==> src/hw/rtl/adcbi_pkg.sv <==
// Shared types and constants of the four-channel ADC bus interface.
`timescale 1ns / 1ps

package adcbi_pkg;

    localparam int VOLT_W  = 16;
    localparam int TICK_W  = 16;
    localparam int BYTE_W  = 8;
    localparam int QUO_W   = 12;
    localparam int DVD_W   = VOLT_W + QUO_W;
    localparam int CNT_W   = $clog2(QUO_W);
    localparam int CFG_IDX_W = 1;

    localparam logic [TICK_W-1:0] TICKS_12_RESET = 16'd10000;
    localparam logic [TICK_W-1:0] TICKS_8_RESET  = 16'd4000;

    localparam logic [CFG_IDX_W-1:0] REG_TICKS_12 = 1'b0;
    localparam logic [CFG_IDX_W-1:0] REG_TICKS_8  = 1'b1;

    localparam logic [1:0] CMD_TICK  = 2'd0;
    localparam logic [1:0] CMD_READ  = 2'd1;
    localparam logic [1:0] CMD_WRITE = 2'd2;

    localparam logic [1:0] ADDR_STATUS = 2'd0;
    localparam logic [1:0] ADDR_DATA_H = 2'd1;

    localparam int CR_WIDE_BIT = 3;

    typedef enum logic [1:0] {
        ST_IDLE = 2'b01,
        ST_DIV  = 2'b10
    } t_state;

endpackage

==> src/hw/rtl/adcbi_div.sv <==
// Bit-serial restoring divider, one quotient bit per cycle.
`timescale 1ns / 1ps

module adcbi_div (
    input  logic                          i_clk,
    input  logic                          i_rst_n,
    input  logic                          i_start,
    input  logic [adcbi_pkg::DVD_W-1:0]   i_dividend,
    input  logic [adcbi_pkg::VOLT_W-1:0]  i_divisor,
    output logic                          o_done,
    output logic [adcbi_pkg::QUO_W-1:0]   o_quotient
);

    localparam int QW = adcbi_pkg::QUO_W;
    localparam int VW = adcbi_pkg::VOLT_W;
    localparam logic [adcbi_pkg::CNT_W-1:0] LAST_STEP = adcbi_pkg::CNT_W'(QW - 1);

    logic                        r_busy;
    logic                        r_done;
    logic [adcbi_pkg::CNT_W-1:0] r_cnt;
    logic [VW-1:0]               r_rem;
    logic [VW-1:0]               r_div;
    logic [QW-1:0]               r_dvd;

    logic [VW:0] w_trial;
    logic [VW:0] w_diff;
    logic        w_ge;

    assign w_trial = {r_rem, r_dvd[QW-1]};
    assign w_ge    = w_trial >= {1'b0, r_div};
    assign w_diff  = w_trial - {1'b0, r_div};

    always_ff @(posedge i_clk) begin
        if (!i_rst_n) begin
            r_busy <= 1'b0;
            r_done <= 1'b0;
            r_cnt  <= '0;
        end else begin
            r_done <= 1'b0;
            if (i_start) begin
                r_busy <= 1'b1;
                r_cnt  <= '0;
            end else if (r_busy) begin
                r_cnt <= r_cnt + 1'b1;
                if (r_cnt == LAST_STEP) begin
                    r_busy <= 1'b0;
                    r_done <= 1'b1;
                end
            end
        end
    end

    // remainder and dividend/quotient shift line
    always_ff @(posedge i_clk) begin
        if (i_start) begin
            r_rem <= i_dividend[adcbi_pkg::DVD_W-1:QW];
            r_dvd <= i_dividend[QW-1:0];
            r_div <= i_divisor;
        end else if (r_busy) begin
            r_rem <= w_ge ? w_diff[VW-1:0] : w_trial[VW-1:0];
            r_dvd <= {r_dvd[QW-2:0], w_ge};
        end
    end

    assign o_done     = r_done;
    assign o_quotient = r_dvd;

`ifndef SYNTHESIS
    a_start_idle: assert property (@(posedge i_clk) disable iff (!i_rst_n)
        i_start |-> !r_busy)
        else $error("divider started while busy");
    a_done_after_busy: assert property (@(posedge i_clk) disable iff (!i_rst_n)
        r_done |-> $past(r_busy))
        else $error("divider done without running");
    a_rem_below_div: assert property (@(posedge i_clk) disable iff (!i_rst_n)
        r_busy && !$past(i_start) |-> r_rem < r_div)
        else $error("divider remainder out of range");
`endif

endmodule

==> src/hw/rtl/four_channel_adc_bus_interface_top.sv <==
// Top level of the four-channel ADC bus interface.
//
// Input channel (i_in_valid / o_in_ready) carries one item: a tick, a bus
// read or a bus write, with the four channel levels and the reference.
// Output channel (o_out_valid / i_out_ready) returns one item per input
// item: the read byte (zero for ticks and writes) and the active-low
// end-of-conversion pin after that item.
// Ticks, reads and writes are registered and show the cycle after
// acceptance. A tick that completes a conversion with a nonzero reference
// runs the 12-step bit-serial divider, and its result shows once the
// divider is done; with a zero reference it shows like any other item.
// A new item is taken outside division when the output register is empty
// or being read; with a free receiver, ordinary items flow at one per cycle.
// A stalled receiver holds the output item and blocks further input.
// Reset (synchronous, active low) restores the tick counts to 10000 and
// 4000, status 0x40, data registers zero and the pin high.
// The configuration port writes a tick count directly, with no handshake.
`timescale 1ns / 1ps

module four_channel_adc_bus_interface_top (
    input  logic                              i_clk,
    input  logic                              i_rst_n,
    input  logic                              i_cfg_we,
    input  logic [adcbi_pkg::CFG_IDX_W-1:0]   i_cfg_idx,
    input  logic [adcbi_pkg::TICK_W-1:0]      i_cfg_data,
    input  logic                              i_in_valid,
    output logic                              o_in_ready,
    input  logic [1:0]                        i_cmd,
    input  logic [1:0]                        i_reg_addr,
    input  logic [adcbi_pkg::BYTE_W-1:0]      i_write_byte,
    input  logic [adcbi_pkg::VOLT_W-1:0]      i_volt_ch0,
    input  logic [adcbi_pkg::VOLT_W-1:0]      i_volt_ch1,
    input  logic [adcbi_pkg::VOLT_W-1:0]      i_volt_ch2,
    input  logic [adcbi_pkg::VOLT_W-1:0]      i_volt_ch3,
    input  logic [adcbi_pkg::VOLT_W-1:0]      i_ref_level,
    output logic                              o_out_valid,
    input  logic                              i_out_ready,
    output logic [adcbi_pkg::BYTE_W-1:0]      o_read_byte,
    output logic                              o_eoc_pin_n
);

    localparam int VW = adcbi_pkg::VOLT_W;
    localparam int TW = adcbi_pkg::TICK_W;
    localparam int BW = adcbi_pkg::BYTE_W;
    localparam int DW = adcbi_pkg::DVD_W;
    localparam int QW = adcbi_pkg::QUO_W;

    adcbi_pkg::t_state r_state;

    logic [TW-1:0] r_ticks_12;
    logic [TW-1:0] r_ticks_8;
    logic [TW-1:0] r_latched;
    logic [TW-1:0] r_elapsed;
    logic          r_converting;
    logic [1:0]    r_ch;
    logic          r_wide;
    logic          r_eoc_bit;
    logic          r_notbusy;
    logic [1:0]    r_st_ch;
    logic          r_eoc_n;
    logic [BW-1:0] r_data_h;
    logic [BW-1:0] r_data_l;

    logic          r_out_valid;
    logic [BW-1:0] r_read_byte;
    logic          r_eoc_out;

    logic          w_accept;
    logic          w_complete;
    logic [VW-1:0] w_sel;
    logic [VW-1:0] w_v;
    logic [DW-1:0] w_prod;
    logic          w_div_start;
    logic          w_div_done;
    logic [QW-1:0] w_quo;
    logic [BW-1:0] w_status;
    logic [BW-1:0] w_rbyte;

    assign o_in_ready = (r_state == adcbi_pkg::ST_IDLE) && (!r_out_valid || i_out_ready);
    assign w_accept   = i_in_valid && o_in_ready;
    assign w_complete = (i_cmd == adcbi_pkg::CMD_TICK) && r_converting
                        && (r_elapsed >= r_latched);
    assign w_status   = {r_eoc_bit, r_notbusy, 4'b0000, r_st_ch};

    always_comb begin
        case (r_ch)
            2'd0:    w_sel = i_volt_ch0;
            2'd1:    w_sel = i_volt_ch1;
            2'd2:    w_sel = i_volt_ch2;
            default: w_sel = i_volt_ch3;
        endcase
    end

    assign w_v = (w_sel > i_ref_level) ? i_ref_level : w_sel;

    // v * 0xfff or v * 0xff as shift and subtract
    assign w_prod = r_wide ? ({w_v, 12'b0} - {12'b0, w_v})
                           : ({4'b0, w_v, 8'b0} - {12'b0, w_v});

    assign w_div_start = w_accept && w_complete && (i_ref_level != '0);

    always_comb begin
        case (i_reg_addr)
            adcbi_pkg::ADDR_STATUS: w_rbyte = w_status;
            adcbi_pkg::ADDR_DATA_H: w_rbyte = r_data_h;
            default:                w_rbyte = r_data_l;
        endcase
    end

    adcbi_div u_div (
        .i_clk      (i_clk),
        .i_rst_n    (i_rst_n),
        .i_start    (w_div_start),
        .i_dividend (w_prod),
        .i_divisor  (i_ref_level),
        .o_done     (w_div_done),
        .o_quotient (w_quo)
    );

    always_ff @(posedge i_clk) begin
        if (!i_rst_n) begin
            r_ticks_12 <= adcbi_pkg::TICKS_12_RESET;
            r_ticks_8  <= adcbi_pkg::TICKS_8_RESET;
        end else if (i_cfg_we) begin
            case (i_cfg_idx)
                adcbi_pkg::REG_TICKS_12: r_ticks_12 <= i_cfg_data;
                adcbi_pkg::REG_TICKS_8:  r_ticks_8  <= i_cfg_data;
                default: ;
            endcase
        end
    end

    always_ff @(posedge i_clk) begin
        if (!i_rst_n) begin
            r_state      <= adcbi_pkg::ST_IDLE;
            r_latched    <= '0;
            r_elapsed    <= '0;
            r_converting <= 1'b0;
            r_ch         <= '0;
            r_wide       <= 1'b0;
            r_eoc_bit    <= 1'b0;
            r_notbusy    <= 1'b1;
            r_st_ch      <= '0;
            r_eoc_n      <= 1'b1;
            r_data_h     <= '0;
            r_data_l     <= '0;
            r_out_valid  <= 1'b0;
            r_read_byte  <= '0;
            r_eoc_out    <= 1'b1;
        end else begin
            if (r_out_valid && i_out_ready) begin
                r_out_valid <= 1'b0;
            end
            case (r_state)
                adcbi_pkg::ST_IDLE: begin
                    if (w_accept) begin
                        r_read_byte <= '0;
                        r_eoc_out   <= r_eoc_n;
                        r_out_valid <= 1'b1;
                        case (i_cmd)
                            adcbi_pkg::CMD_TICK: begin
                                if (w_complete) begin
                                    if (i_ref_level == '0) begin
                                        r_data_h     <= '0;
                                        r_data_l     <= '0;
                                        r_converting <= 1'b0;
                                        r_eoc_bit    <= 1'b1;
                                        r_notbusy    <= 1'b1;
                                        r_eoc_n      <= 1'b0;
                                        r_eoc_out    <= 1'b0;
                                    end else begin
                                        r_out_valid <= 1'b0;
                                        r_state     <= adcbi_pkg::ST_DIV;
                                    end
                                end else if (r_converting) begin
                                    r_elapsed <= r_elapsed + 1'b1;
                                end
                            end
                            adcbi_pkg::CMD_READ: begin
                                r_read_byte <= w_rbyte;
                                if (i_reg_addr == adcbi_pkg::ADDR_DATA_H) begin
                                    r_eoc_bit <= 1'b0;
                                    r_eoc_n   <= 1'b1;
                                    r_eoc_out <= 1'b1;
                                end
                            end
                            adcbi_pkg::CMD_WRITE: begin
                                if (i_reg_addr == adcbi_pkg::ADDR_STATUS) begin
                                    r_ch         <= i_write_byte[1:0];
                                    r_wide       <= i_write_byte[adcbi_pkg::CR_WIDE_BIT];
                                    r_converting <= 1'b1;
                                    r_elapsed    <= '0;
                                    r_latched    <= i_write_byte[adcbi_pkg::CR_WIDE_BIT]
                                                    ? r_ticks_12 : r_ticks_8;
                                    r_notbusy    <= 1'b0;
                                    r_st_ch      <= i_write_byte[1:0];
                                end
                            end
                            default: ;
                        endcase
                    end
                end
                adcbi_pkg::ST_DIV: begin
                    if (w_div_done) begin
                        if (r_wide) begin
                            r_data_h <= w_quo[QW-1:4];
                            r_data_l <= {w_quo[3:0], 4'b0000};
                        end else begin
                            r_data_h <= w_quo[BW-1:0];
                            r_data_l <= '0;
                        end
                        r_converting <= 1'b0;
                        r_eoc_bit    <= 1'b1;
                        r_notbusy    <= 1'b1;
                        r_eoc_n      <= 1'b0;
                        r_read_byte  <= '0;
                        r_eoc_out    <= 1'b0;
                        r_out_valid  <= 1'b1;
                        r_state      <= adcbi_pkg::ST_IDLE;
                    end
                end
                default: begin
                    r_state <= adcbi_pkg::ST_IDLE;
                end
            endcase
        end
    end

    assign o_out_valid = r_out_valid;
    assign o_read_byte = r_read_byte;
    assign o_eoc_pin_n = r_eoc_out;

`ifndef SYNTHESIS
    a_div_no_accept: assert property (@(posedge i_clk) disable iff (!i_rst_n)
        r_state == adcbi_pkg::ST_DIV |-> !o_in_ready)
        else $error("item taken during division");
    a_done_in_div: assert property (@(posedge i_clk) disable iff (!i_rst_n)
        w_div_done |-> r_state == adcbi_pkg::ST_DIV)
        else $error("divider result outside division state");
    a_busy_tracks: assert property (@(posedge i_clk) disable iff (!i_rst_n)
        r_converting != r_notbusy)
        else $error("not-busy bit disagrees with conversion state");
    a_pin_tracks: assert property (@(posedge i_clk) disable iff (!i_rst_n)
        r_eoc_n == !r_eoc_bit)
        else $error("end-of-conversion pin disagrees with status");
    a_div_out_free: assert property (@(posedge i_clk) disable iff (!i_rst_n)
        r_state == adcbi_pkg::ST_DIV |-> !r_out_valid)
        else $error("output busy during division");
`endif

endmodule

==> config.mk <==
export PLATFORM = sky130hd
export DESIGN_NAME = four_channel_adc_bus_interface_top
export DESIGN_NICKNAME = d
export VERILOG_FILES = /design/src/hw/rtl/adcbi_pkg.sv /design/src/hw/rtl/adcbi_div.sv /design/src/hw/rtl/four_channel_adc_bus_interface_top.sv
export SDC_FILE = /design/constraint.sdc
export NUM_CORES = 1
export LEC_CHECK = 0
export BUFFER_PORTS_ARGS = -buffer_cell sky130_fd_sc_hd__buf_2
export CORE_MARGIN = 4
export CORE_UTILIZATION = 45
export CTS_CLUSTER_SIZE = 20
export DETAILED_ROUTE_END_ITERATION = 10
export PLACE_DENSITY = 0.75
export SLEW_MARGIN = 20
export SYNTH_ARGS = -nofsm -noshare
export SYNTH_HDL_FRONTEND = slang
export SYNTH_SLANG_ARGS = --single-unit
==> constraint.sdc <==
create_clock -name i_clk -period 7.13 [get_ports i_clk]
set_input_delay 0.3565 -clock i_clk [delete_from_list [all_inputs] [get_ports i_clk]]
set_output_delay 0.3565 -clock i_clk [all_outputs]
set_load 0.01 [all_outputs]
## After elaboration in Yosys (flattened, before gate mapping)

Cells that the tools add are included.

- Memories kept: 0
- Latch bits: 0
- ROM bits: 0
- RAM bits: 0
- Output and inout bits: 11
- Logic and storage cells: 155
- Flip-flop bits (word level): 148

- Order comparisons: 3
- Shift operators: 0
- Muxes and demuxes: 67
- $mul: 0
- Reduce and logical (&&, ||, !) cells: 29
- Eq/ne operators: 27
- Div/mod/pow operators: 0
- Bitwise logic cells: 3
- Add/sub/neg operators: 5

Operators with widths:

| operator | number |
|---|---|
| two-way mux 16 bit | 8 |
| two-way mux 8 bit | 11 |
| one-hot mux 8 bit (2 select lines) | 4 |
| one-hot mux 16 bit (3 select lines) | 1 |
| one-hot mux 16 bit (2 select lines) | 1 |
| two-way mux 28 bit | 1 |
| subtractor 28 x 16 -> 28 bit | 1 |
| subtractor 24 x 16 -> 25 bit | 1 |
| two-way mux 1 bit | 24 |
| two-way mux 12 bit | 2 |
| AND reduction 7 bit | 3 |
| one-hot mux 1 bit (2 select lines) | 9 |
| greater-or-equal comparator 17 x 16 -> 1 bit | 1 |
| adder 16 x 1 -> 16 bit, second input constant | 1 |
| greater-or-equal comparator 16 bit | 1 |
| greater-than comparator 16 bit | 1 |
| zero test 16 bit | 1 |
| nonzero test 16 bit | 1 |
| subtractor 16 bit | 1 |
| inequality test 2 bit, second input constant | 6 |
| AND reduction 6 bit | 2 |
| two-way mux 2 bit | 5 |
| inequality test 3 bit, second input constant | 3 |
| equality test 2 x 1 -> 1 bit, second input constant | 4 |
| 22 further kinds | 41 |

## Longest topological paths before layout

Gate-level depths: netlist of run 1.

- Word-level depth: 7
- Mapped depth: 27

## Hierarchy

A second synthesis of run 1 with hierarchy kept.

- Cell total of the unflattened synthesis: 1215
- Area, all modules: 10562.6 µm²

Modules (own cells, without submodules):

| module | times used | cells each | area an instance (µm²) |
|---|---|---|---|
| four_channel_adc_bus_interface_top | 1 | 943 | 7434.6 |
| adcbi_div | 1 | 272 | 3128.0 |

## Least setup slack after synthesis of run 1

No wires, ideal clock.

- Path kind: flip-flop to flip-flop
- Start: register r_st_ch[0] (netlist name)
- End: register u_div.r_rem[15], data pin
- Stages on the path, launching flop included: 23
- Library setup time: 0.276 ns
- Path buffers: 5
- Data arrival time: 5.225 ns
- Slack: 1.629 ns
- Path through: dfxtp_1 > buf_6 > buf_6 > mux4_2 > ha_1 > nand4_2 > a2111o_1 > a31oi_4 > buf_8 > buf_12 > buf_2 > mux2i_1 > inv_1 > ha_1 > maj3_1 > mux2i_1 > o21ai_0 > a31o_2 > a31oi_1 > nand2b_2 > nor4_2 > xnor2_1 > o221ai_1

RTL lines:

| item | RTL line | text |
|---|---|---|
| to (signal assigned) | adcbi_div.sv:56 | `r_rem <= i_dividend[adcbi_pkg::DVD_W-1:QW];` |
| to (signal assigned) | adcbi_div.sv:60 | `r_rem <= w_ge ? w_diff[VW-1:0] : w_trial[VW-1:0];` |
| to (decl) | adcbi_div.sv:21 | `logic [VW-1:0] r_rem;` |

==> results of run 1 <==
## cells by family (layout without fill, tap and decap cells)
| group | count (synthesis) | in the layout | share of synthesized area |
|---|---|---|---|
| AND/OR/NAND/NOR | 424 | 424 | 0.202 |
| AO/OA/AOI/OAI | 267 | 267 | 0.183 |
| flip-flops | 144 | 144 | 0.320 |
| buffers and inverters | 141 | 238 | 0.0597 |
| multiplexers | 81 | 81 | 0.101 |
| XOR/XNOR | 70 | 70 | 0.0590 |
| adder cells (fa/ha/maj) | 63 | 63 | 0.0751 |
## cell type report
class,instances,area share
Multi-Input combinational cell,905,0.553
Sequential cell,144,0.284
Timing Repair Buffer,129,0.0573
Clock buffer,19,0.0387
Tap cell,285,0.0305
Inverter,77,0.0250
Clock inverter,13,0.0120
## worst max-delay path: cells and delay by family, from the launching register on
kind,cells,cell delay [ns]
AOI/OAI and AO/OA,5,1.29
xor gates and xnor gates,1,0.23
adders and majority gates,4,1.42
buffers and inverters,1,0.43
DFF,1,0.94
muxes,3,1.28
and+or+nand+nor,3,0.38
## worst paths after layout
check	slack (ns)	to	start	cells after the start
setup reg to reg	0.97	u_div.r_rem[9]	r_st_ch[1]	17
hold / removal	0.16	u_div.r_div[8]	i_ref_level[8]	1
setup / recovery	0.97	u_div.r_rem[9]	r_st_ch[1]	17
hold reg to reg	0.47	r_ticks_12[0]	r_ticks_12[0]	2
## cells in the mapped netlist, types with 4 or more instances
master	instances	area (µm²)
a211oi_1	13	97.6
a21boi_0	21	158
a21o_1	15	113
a21oi_1	66	330
a21oi_2	9	78.8
a22oi_1	4	30.0
a31oi_1	8	50.1
and2_1	15	93.8
and3_1	8	50.1
buf_1	4	15.0
buf_2	8	40.0
buf_6	4	45.0
clkbuf_1	44	165
dfxtp_1	100	2000
edfxtp_1	44	1320
ha_1	55	688
inv_1	74	278
maj3_1	5	50.1
mux2i_1	54	541
mux2i_2	4	55.1
mux4_2	16	360
nand2_1	154	578
nand2b_1	16	100
nand3_1	34	170
nand4_1	18	113
nor2_1	71	267
nor2b_1	37	231
nor3_1	28	140
nor3b_1	10	75.1
nor4_1	10	62.6
o211a_1	16	160
o211ai_1	7	52.6
o21a_1	7	52.6
o21ai_0	46	230
o21ai_2	4	35.0
o221ai_1	4	35.0
o22ai_1	5	31.3
xnor2_1	37	324
xor2_1	33	289
## state kept, by name, summed over array words and instances, names as in the netlist, 2 cells and up
| register | cells |
|---|---|
| r_elapsed | 16 |
| r_latched | 16 |
| r_ticks_12 | 16 |
| r_ticks_8 | 16 |
| u_div.r_div | 16 |
| u_div.r_rem | 16 |
| u_div.o_quotient | 12 |
| o_read_byte | 8 |
| r_data_h | 8 |
| r_data_l | 4 |
| u_div.r_cnt | 4 |
| r_st_ch | 2 |
| r_state | 2 |
## power breakdown
group	leakage, nW	total [mW]	switching [mW]	internal, mW
registers	1.21	0.862	0.00764	0.855
logic	3.29	0.473	0.291	0.182
clock network	0.295	0.895	0.382	0.513
## layer usage
| metal | vias up | part of all wire |
|---|---|---|
| met5 | - | 0 |
| met4 | 0 | 0.027 |
| met3 | 51 | 0.046 |
| met2 | 270 | 0.48 |
| met1 | 4289 | 0.45 |
| li1 | 4423 | - |
==> summary.md, run 1 <==
| Metric | Value |
|---|---|
| WS Path Type | `flip-flop to flip-flop` |
| Final WL | `roughly 28000 µm` |
| Mean area per synthesized cell | `8.74 µm²` |
| PostCTS Resize Cnt | `0` |
| Power per cell area | `around 190 nW/µm²` |
| Final layout net count | `1444` |
| Post-CTS Setup Repair Bufs | `0` |
| Most frequent cells in the layout | `nand2_1 (154), buf_2 (119), dfxtp_1 (100)` |
| Seq/Total Area, Yosys | `0.320` |
| Clk buf depth | `2` |
| Setup Skew | `0.0143 ns` |
| Residual DRC count | `0` |
| Ys flop type | `dfxtp_1` |
| Final RePlAce weighted congestion | `0.968` |
| CP max FO | `32` |
| GRT Util Overall | `0.217` |
| Final Max Slew Viols | `0` |
| IO Pins | `between 100 and 150` |
| Worst slew margin | `0.289` |
| Die area | `25600 µm²` |
| Fin crit share | `0.864` |
| Worst path required time | `roughly 7.4 ns` |
| CTS Root Cell | `clkbuf_16` |
| HPWL after DPL | `approximately 21000 µm` |
| Design Area, Final | `11700 µm²` |
| Unique cell type count in the Yosys netlist | `93` |
| Layout cells sized above 1 | `0.184` |
| Crit path max-delay cell type | `dfxtp_1` |
| WL/cell | `roughly 18 µm` |
| Final Setup Violations | `0` |
| Core ar. | `22700 µm²` |
| Final std cells w/o fill | `1572` |
| P_leak | `approximately 4.8 nW` |
| Hold Slack | `0.160 ns` |
| Die X | `160 µm` |
| # H-tree levels | `4` |
| CTS Buf Count | `17` |
| Post-Syn Nets | `1360` |
| Post-synth EDFFs | `between 40 and 50` |
| Pre-CTS setup slack | `a little over 1 ns` |
| Met1 Use GR | `0.289` |
| Tmin final | `6.16 ns` |
| Vias in the first global route | `just over 9k` |
| Clk slew on worst S/H paths | `0.07 ns` |
| RSZ-0062 raised after global routing | `false` |
| Initial antenna violation count | `0` |
| Met3 Use GR | `0.0250` |
| Fmax | `162 MHz` |
| Syn Std Cell Area | `10400 µm²` |
| Global-route wire length before repair | `roughly 46000 µm` |
| Clock Latency Late Sink | `0.42 ns` |
| Grt total ovfl | `0` |
| Most Used Layer, Global Route | `met2` |
| Largest net degree at the start of global routing | `81` |
| Yosys warnings | `0` |
| #FFs+latches synth | `144` |
| Mapped Cells | `1190` |
| CP peak stage delay | `0.94 ns` |
| Outcome | `finished clean` |
| Area occupied by multi-input gates | `6470 µm²` |
| Vias per inst | `5.75` |
| Worst Max-Slew Pin Slew | `between 1 and 1.5 ns` |
| Vias | `9033` |
| Max rail drop VDD | `0.184 mV` |
| Class of the worst hold path | `primary input to flip-flop` |
| Port buffer count | `approximately 120` |
| Drt pass-1 iters | `5` |
| Placed insts | `1540` |
| Crit end category | `flip-flop` |
| Commonest non-fill, non-tap cell in the layout | `nand2_1` |
| Row cnt | `55` |
| Cell Chain, Critical Path | `mux4_2 > ha_1 > nand4_2 > a2111o_1 > a31oi_4 > buf_4 > mux2i_2 > ha_1 > nand2_1 > maj3_1 > mux2i_1 > a41oi_1 > maj3_2 > o21ai_2 > xor2_1 > nand2_1 > a311oi_2` |
| CTS tree | `yes` |
| Die H | `160 µm` |
| CP startpoint kind | `flip-flop` |
| Total power | `2.23 mW` |
| Sequential cell area | `around 3300 µm²` |
| Initial Utilization | `0.458` |
| Hold buffer count at CTS | `0` |
| Antenna Nets Post-Route | `0` |
| # fillers | `2117` |
| Drt initial violations | `716` |
| Ys async rst share | `0` |
| Setup_tns | `0 ns` |
| Post-Route Utilization | `0.515` |
| N_diodes | `0` |
| Critical Path AT | `6.41 ns` |
| Final WS setup | `about 0.97 ns` |
| CTS Sinks | `144` |
| GR met2 Demand/Resource | `0.368` |
| Final hold violation count | `0` |
| Layout area overhead | `12.5%` |
| Post-DP Area | `11100 µm²` |
| MaxCap Viol Count | `0` |
Note: power is estimated with default switching activity, not from simulation.
==> run 2: changes to the inputs <==
--- a/config.mk
+++ b/config.mk
@@ -5,6 +5,7 @@
 export SDC_FILE = /design/constraint.sdc
 export NUM_CORES = 1
 export LEC_CHECK = 0
+export ABC_AREA = 1
 export BUFFER_PORTS_ARGS = -buffer_cell sky130_fd_sc_hd__buf_2
 export CORE_MARGIN = 4
 export CORE_UTILIZATION = 45
==> run 2 against run 1 <==
Net effect: maximum frequency rose by 5.2%; non-clock buffer count is the same; total power rose by 30%; highest routed layer unchanged; critical path depth rose by 4; first-iteration DRC count up 25%; register-to-register slack improved by 0.30 ns; synthesized cell count grew 29%; critical path type unchanged; synthesized area is essentially flat; clock-buffer cell count shrank 2.
==> summary.md, run 2 <==
| Metric | Value |
|---|---|
| Outcome | `finished clean` |
| Fin crit share | `0.821` |
| Final WL | `31000 µm` |
| Post-Synth XOR/XNOR Area | `0.0219` |
| GR met2 Demand/Resource | `0.407` |
| Largest net degree at the start of global routing | `72` |
| Die H | `160 µm` |
| Cell Chain, Critical Path | `nand2_1 > o21ai_0 > inv_1 > ha_1 > nand4_2 > nor3_4 > nand2_1 > nand2_2 > nand2_2 > nand2_1 > nand2_1 > ha_1 > inv_1 > nor2_2 > inv_1 > nor3_2 > nand3_4 > nand2_1 > nand2_1 > a31oi_1 > a21boi_1` |
| PostCTS Resize Cnt | `0` |
| Power per cell area | `246 nW/µm²` |
| Vias | `10.6k` |
| GRT Util Overall | `0.239` |
| Sequential cell area | `3320 µm²` |
| # H-tree levels | `4` |
| Hold Slack | `0.134 ns` |
| Row cnt | `between 50 and 60` |
| Worst slew margin | `0.482` |
| Syn Std Cell Area | `about 10000 µm²` |
| Final Setup Violations | `0` |
| Reg2Reg Depth | `21` |
| Global-route wire length before repair | `50000 µm` |
| CTS Root Cell | `clkbuf_16` |
| Layout cells sized above 1 | `0.156` |
| Slack of the worst reg-to-reg path | `1.27 ns` |
| N_diodes | `0` |
| Mux contribution to synthesized area | `0` |
| Mapped Cells | `1536` |
| Share of the synthesized area in the top cell type | `0.192` |
| Post-Syn Nets | `1706` |
| Port buffer count | `~120` |
| Clk buf depth | `2` |
| Crit end category | `flip-flop` |
| Mean area per synthesized cell | `6.77 µm²` |
| CP max FO | `32` |
| CP startpoint kind | `flip-flop` |
| Compound-Gate Fraction of Synth Area | `0.166` |
| WL/cell | `16.1 µm` |
| Met1 Use GR | `0.309` |
| Final RePlAce weighted congestion | `1.00` |
| Unique cell type count in the Yosys netlist | `58` |
| Clock Latency Late Sink | `0.43 ns` |
| Fmax | `171 MHz` |
| #FFs+latches synth | `144` |
| Class of the worst hold path | `primary input to flip-flop` |
| Post-synth top area cell | `dfxtp_1` |
| Critical Path AT | `6.02 ns` |
| Hold buffer count at CTS | `0` |
| Seq/Total Area, Yosys | `0.319` |
| CTS Sinks | `144` |
| Post-Synth Simple-Gate Area | `0.331` |
| Die X | `160 µm` |
| Hold Crit Depth | `3` |
| Yosys warnings | `0` |
| Most frequent cells after synthesis | `nand2_1 (385), inv_1 (158), nor2_1 (139)` |
| Ys flop type | `dfxtp_1` |
| R2r endpoint | `u_div.r_rem[5]` |
| Most Used Layer, Global Route | `met2` |
| Most frequent cells in the layout | `nand2_1 (385), inv_1 (158), nor2_1 (138)` |
| Synth Area in Adders | `0.0681` |
| Largest family of logic cells by synthesized area | `simple AND/OR/NAND/NOR gates` |
| Critical Path Most Common Cell | `nand2_1` |
| # fillers | `2271` |
| RSZ-0062 raised after global routing | `false` |
| Post-CTS Setup Repair Bufs | `0` |
| Commonest non-fill, non-tap cell in the layout | `nand2_1` |
| HPWL after DPL | `23300 µm` |
| Layout area overhead | `13.2%` |
| Max rail drop VDD | `0.128 mV` |
| Residual DRC count | `0` |
| CTS Buf Count | `17` |
| Min-delay src | `i_cfg_data[5]` |
| Clk slew on worst S/H paths | `0.07 ns` |
| WS Path Type | `flip-flop to flip-flop` |
| Setup_tns | `0 ns` |
| Post-synth EDFFs | `44` |
| CP peak stage delay | `0.75 ns` |
| Most common cell in the netlist | `nand2_1` |
| Drt pass-1 iters | `6` |
| Drt initial violations | `roughly 900` |
| Top post-synthesis cells by area | `dfxtp_1 (19%), nand2_1 (14%), edfxtp_1 (13%)` |
| Final hold violation count | `0` |
| Worst path required time | `7.30 ns` |
| CTS tree | `yes` |
| Grt total ovfl | `0` |
| Final Max Slew Viols | `0` |
| Final layout net count | `1801` |
| Die area | `25600 µm²` |
| Area occupied by multi-input gates | `slightly above 6000 µm²` |
| Core ar. | `about 23000 µm²` |
| Tmin final | `5.86 ns` |
| Vias per inst | `roughly 5.5` |
| Ys async rst share | `0` |
| Crit Reg-Reg Startpoint | `r_st_ch[1]` |
| Initial antenna violation count | `0` |
| Met3 Use GR | `0.0356` |
| Crit path max-delay cell type | `dfxtp_1` |
| Setup Skew | `between 0.01 and 0.015 ns` |
| Hold endpoint | `r_ticks_8[5]` |
| Antenna Nets Post-Route | `0` |
| Worst Max-Slew Pin Slew | `0.772 ns` |
| Initial Utilization | `0.458` |
| P_leak | `5.51 nW` |
| IO Pins | `125` |
| Vias in the first global route | `9922` |
| MaxCap Viol Count | `0` |
## run 2: cell types whose count changed in the layout (fill, tap and decap cells not counted), sizes merged, moves of 37 or more
cell   previous run  this run
inv              83       185
mux2i            59         0
nand2           156       424
nand3            36       139
nor2             74       158
nor2b            37         0
o21ai            53       152
## run 2: kinds of logic (layout without fill, tap and decap cells)
logic type | after synthesis | count (layout)
flops | 144 | 144
buf+inv | 233 | 341
xor+xnor | 26 | 26
fa+ha+maj | 56 | 56
compound gates | 315 | 315
simple gates | 762 | 762
## run 2: how the worst max path moves through the flow
stage               start             end
6_report       r_st_ch[1]  u_div.r_rem[5]
3_5_place_dp   r_st_ch[1]  u_div.r_rem[5]
3_3_place_gp   r_st_ch[1]  u_div.r_rem[5]
4_1_cts        r_st_ch[1]  u_div.r_rem[8]
2_1_floorplan  r_st_ch[0]  u_div.r_rem[9]
5_1_grt        r_st_ch[1]  u_div.r_rem[7]
## run 2: power breakdown
part / switching, mW / total (mW) / internal [mW]
logic: 0.675 / 0.975 / 0.300
clock network: 0.433 / 0.977 / 0.544
registers: 0.0317 / 0.943 / 0.911
total: 1.14 / 2.90 / 1.76
## run 2: area by class of cell
type | count | area share
inverters | 180 | 0.0574
clock inverters | 15 | 0.0183
well taps | 285 | 0.0303
flip-flops and latches | 144 | 0.282
repair buffers | 129 | 0.0569
multi-input cells | 1159 | 0.519
clock buffers | 17 | 0.0361
## run 2: metrics by stage
step	std cells	area, µm²	worst slack (ns)	power (mW)	util
finish	1929	11800	1.27	2.90	0.519
global route	1929	11800	0.795	3.08	0.519
CTS	1929	11800	1.31	2.90	0.519
detailed placement	1897	11100	1.35	1.92	0.490
global placement	1897	11100	1.40	1.91	0.490
floorplan	1536	10400	3.48	1.67	-
## run 2: routing by layer
| metal | share of wire | up-vias |
|---|---|---|
| li1 | - | 5302 |
| met1 | 0.44 | 4845 |
| met2 | 0.47 | 354 |
| met3 | 0.058 | 56 |
| met4 | 0.030 | 0 |
| met5 | 0 | - |
## run 2: critical path: cells and delay by family, from the launching register on
family | cells | cell delay, ns
AOI/OAI and AO/OA | 3 | 0.90
adders and majority gates | 2 | 0.71
buffers and inverters | 3 | 0.27
DFF | 1 | 0.75
and+or+nand+nor | 13 | 2.94
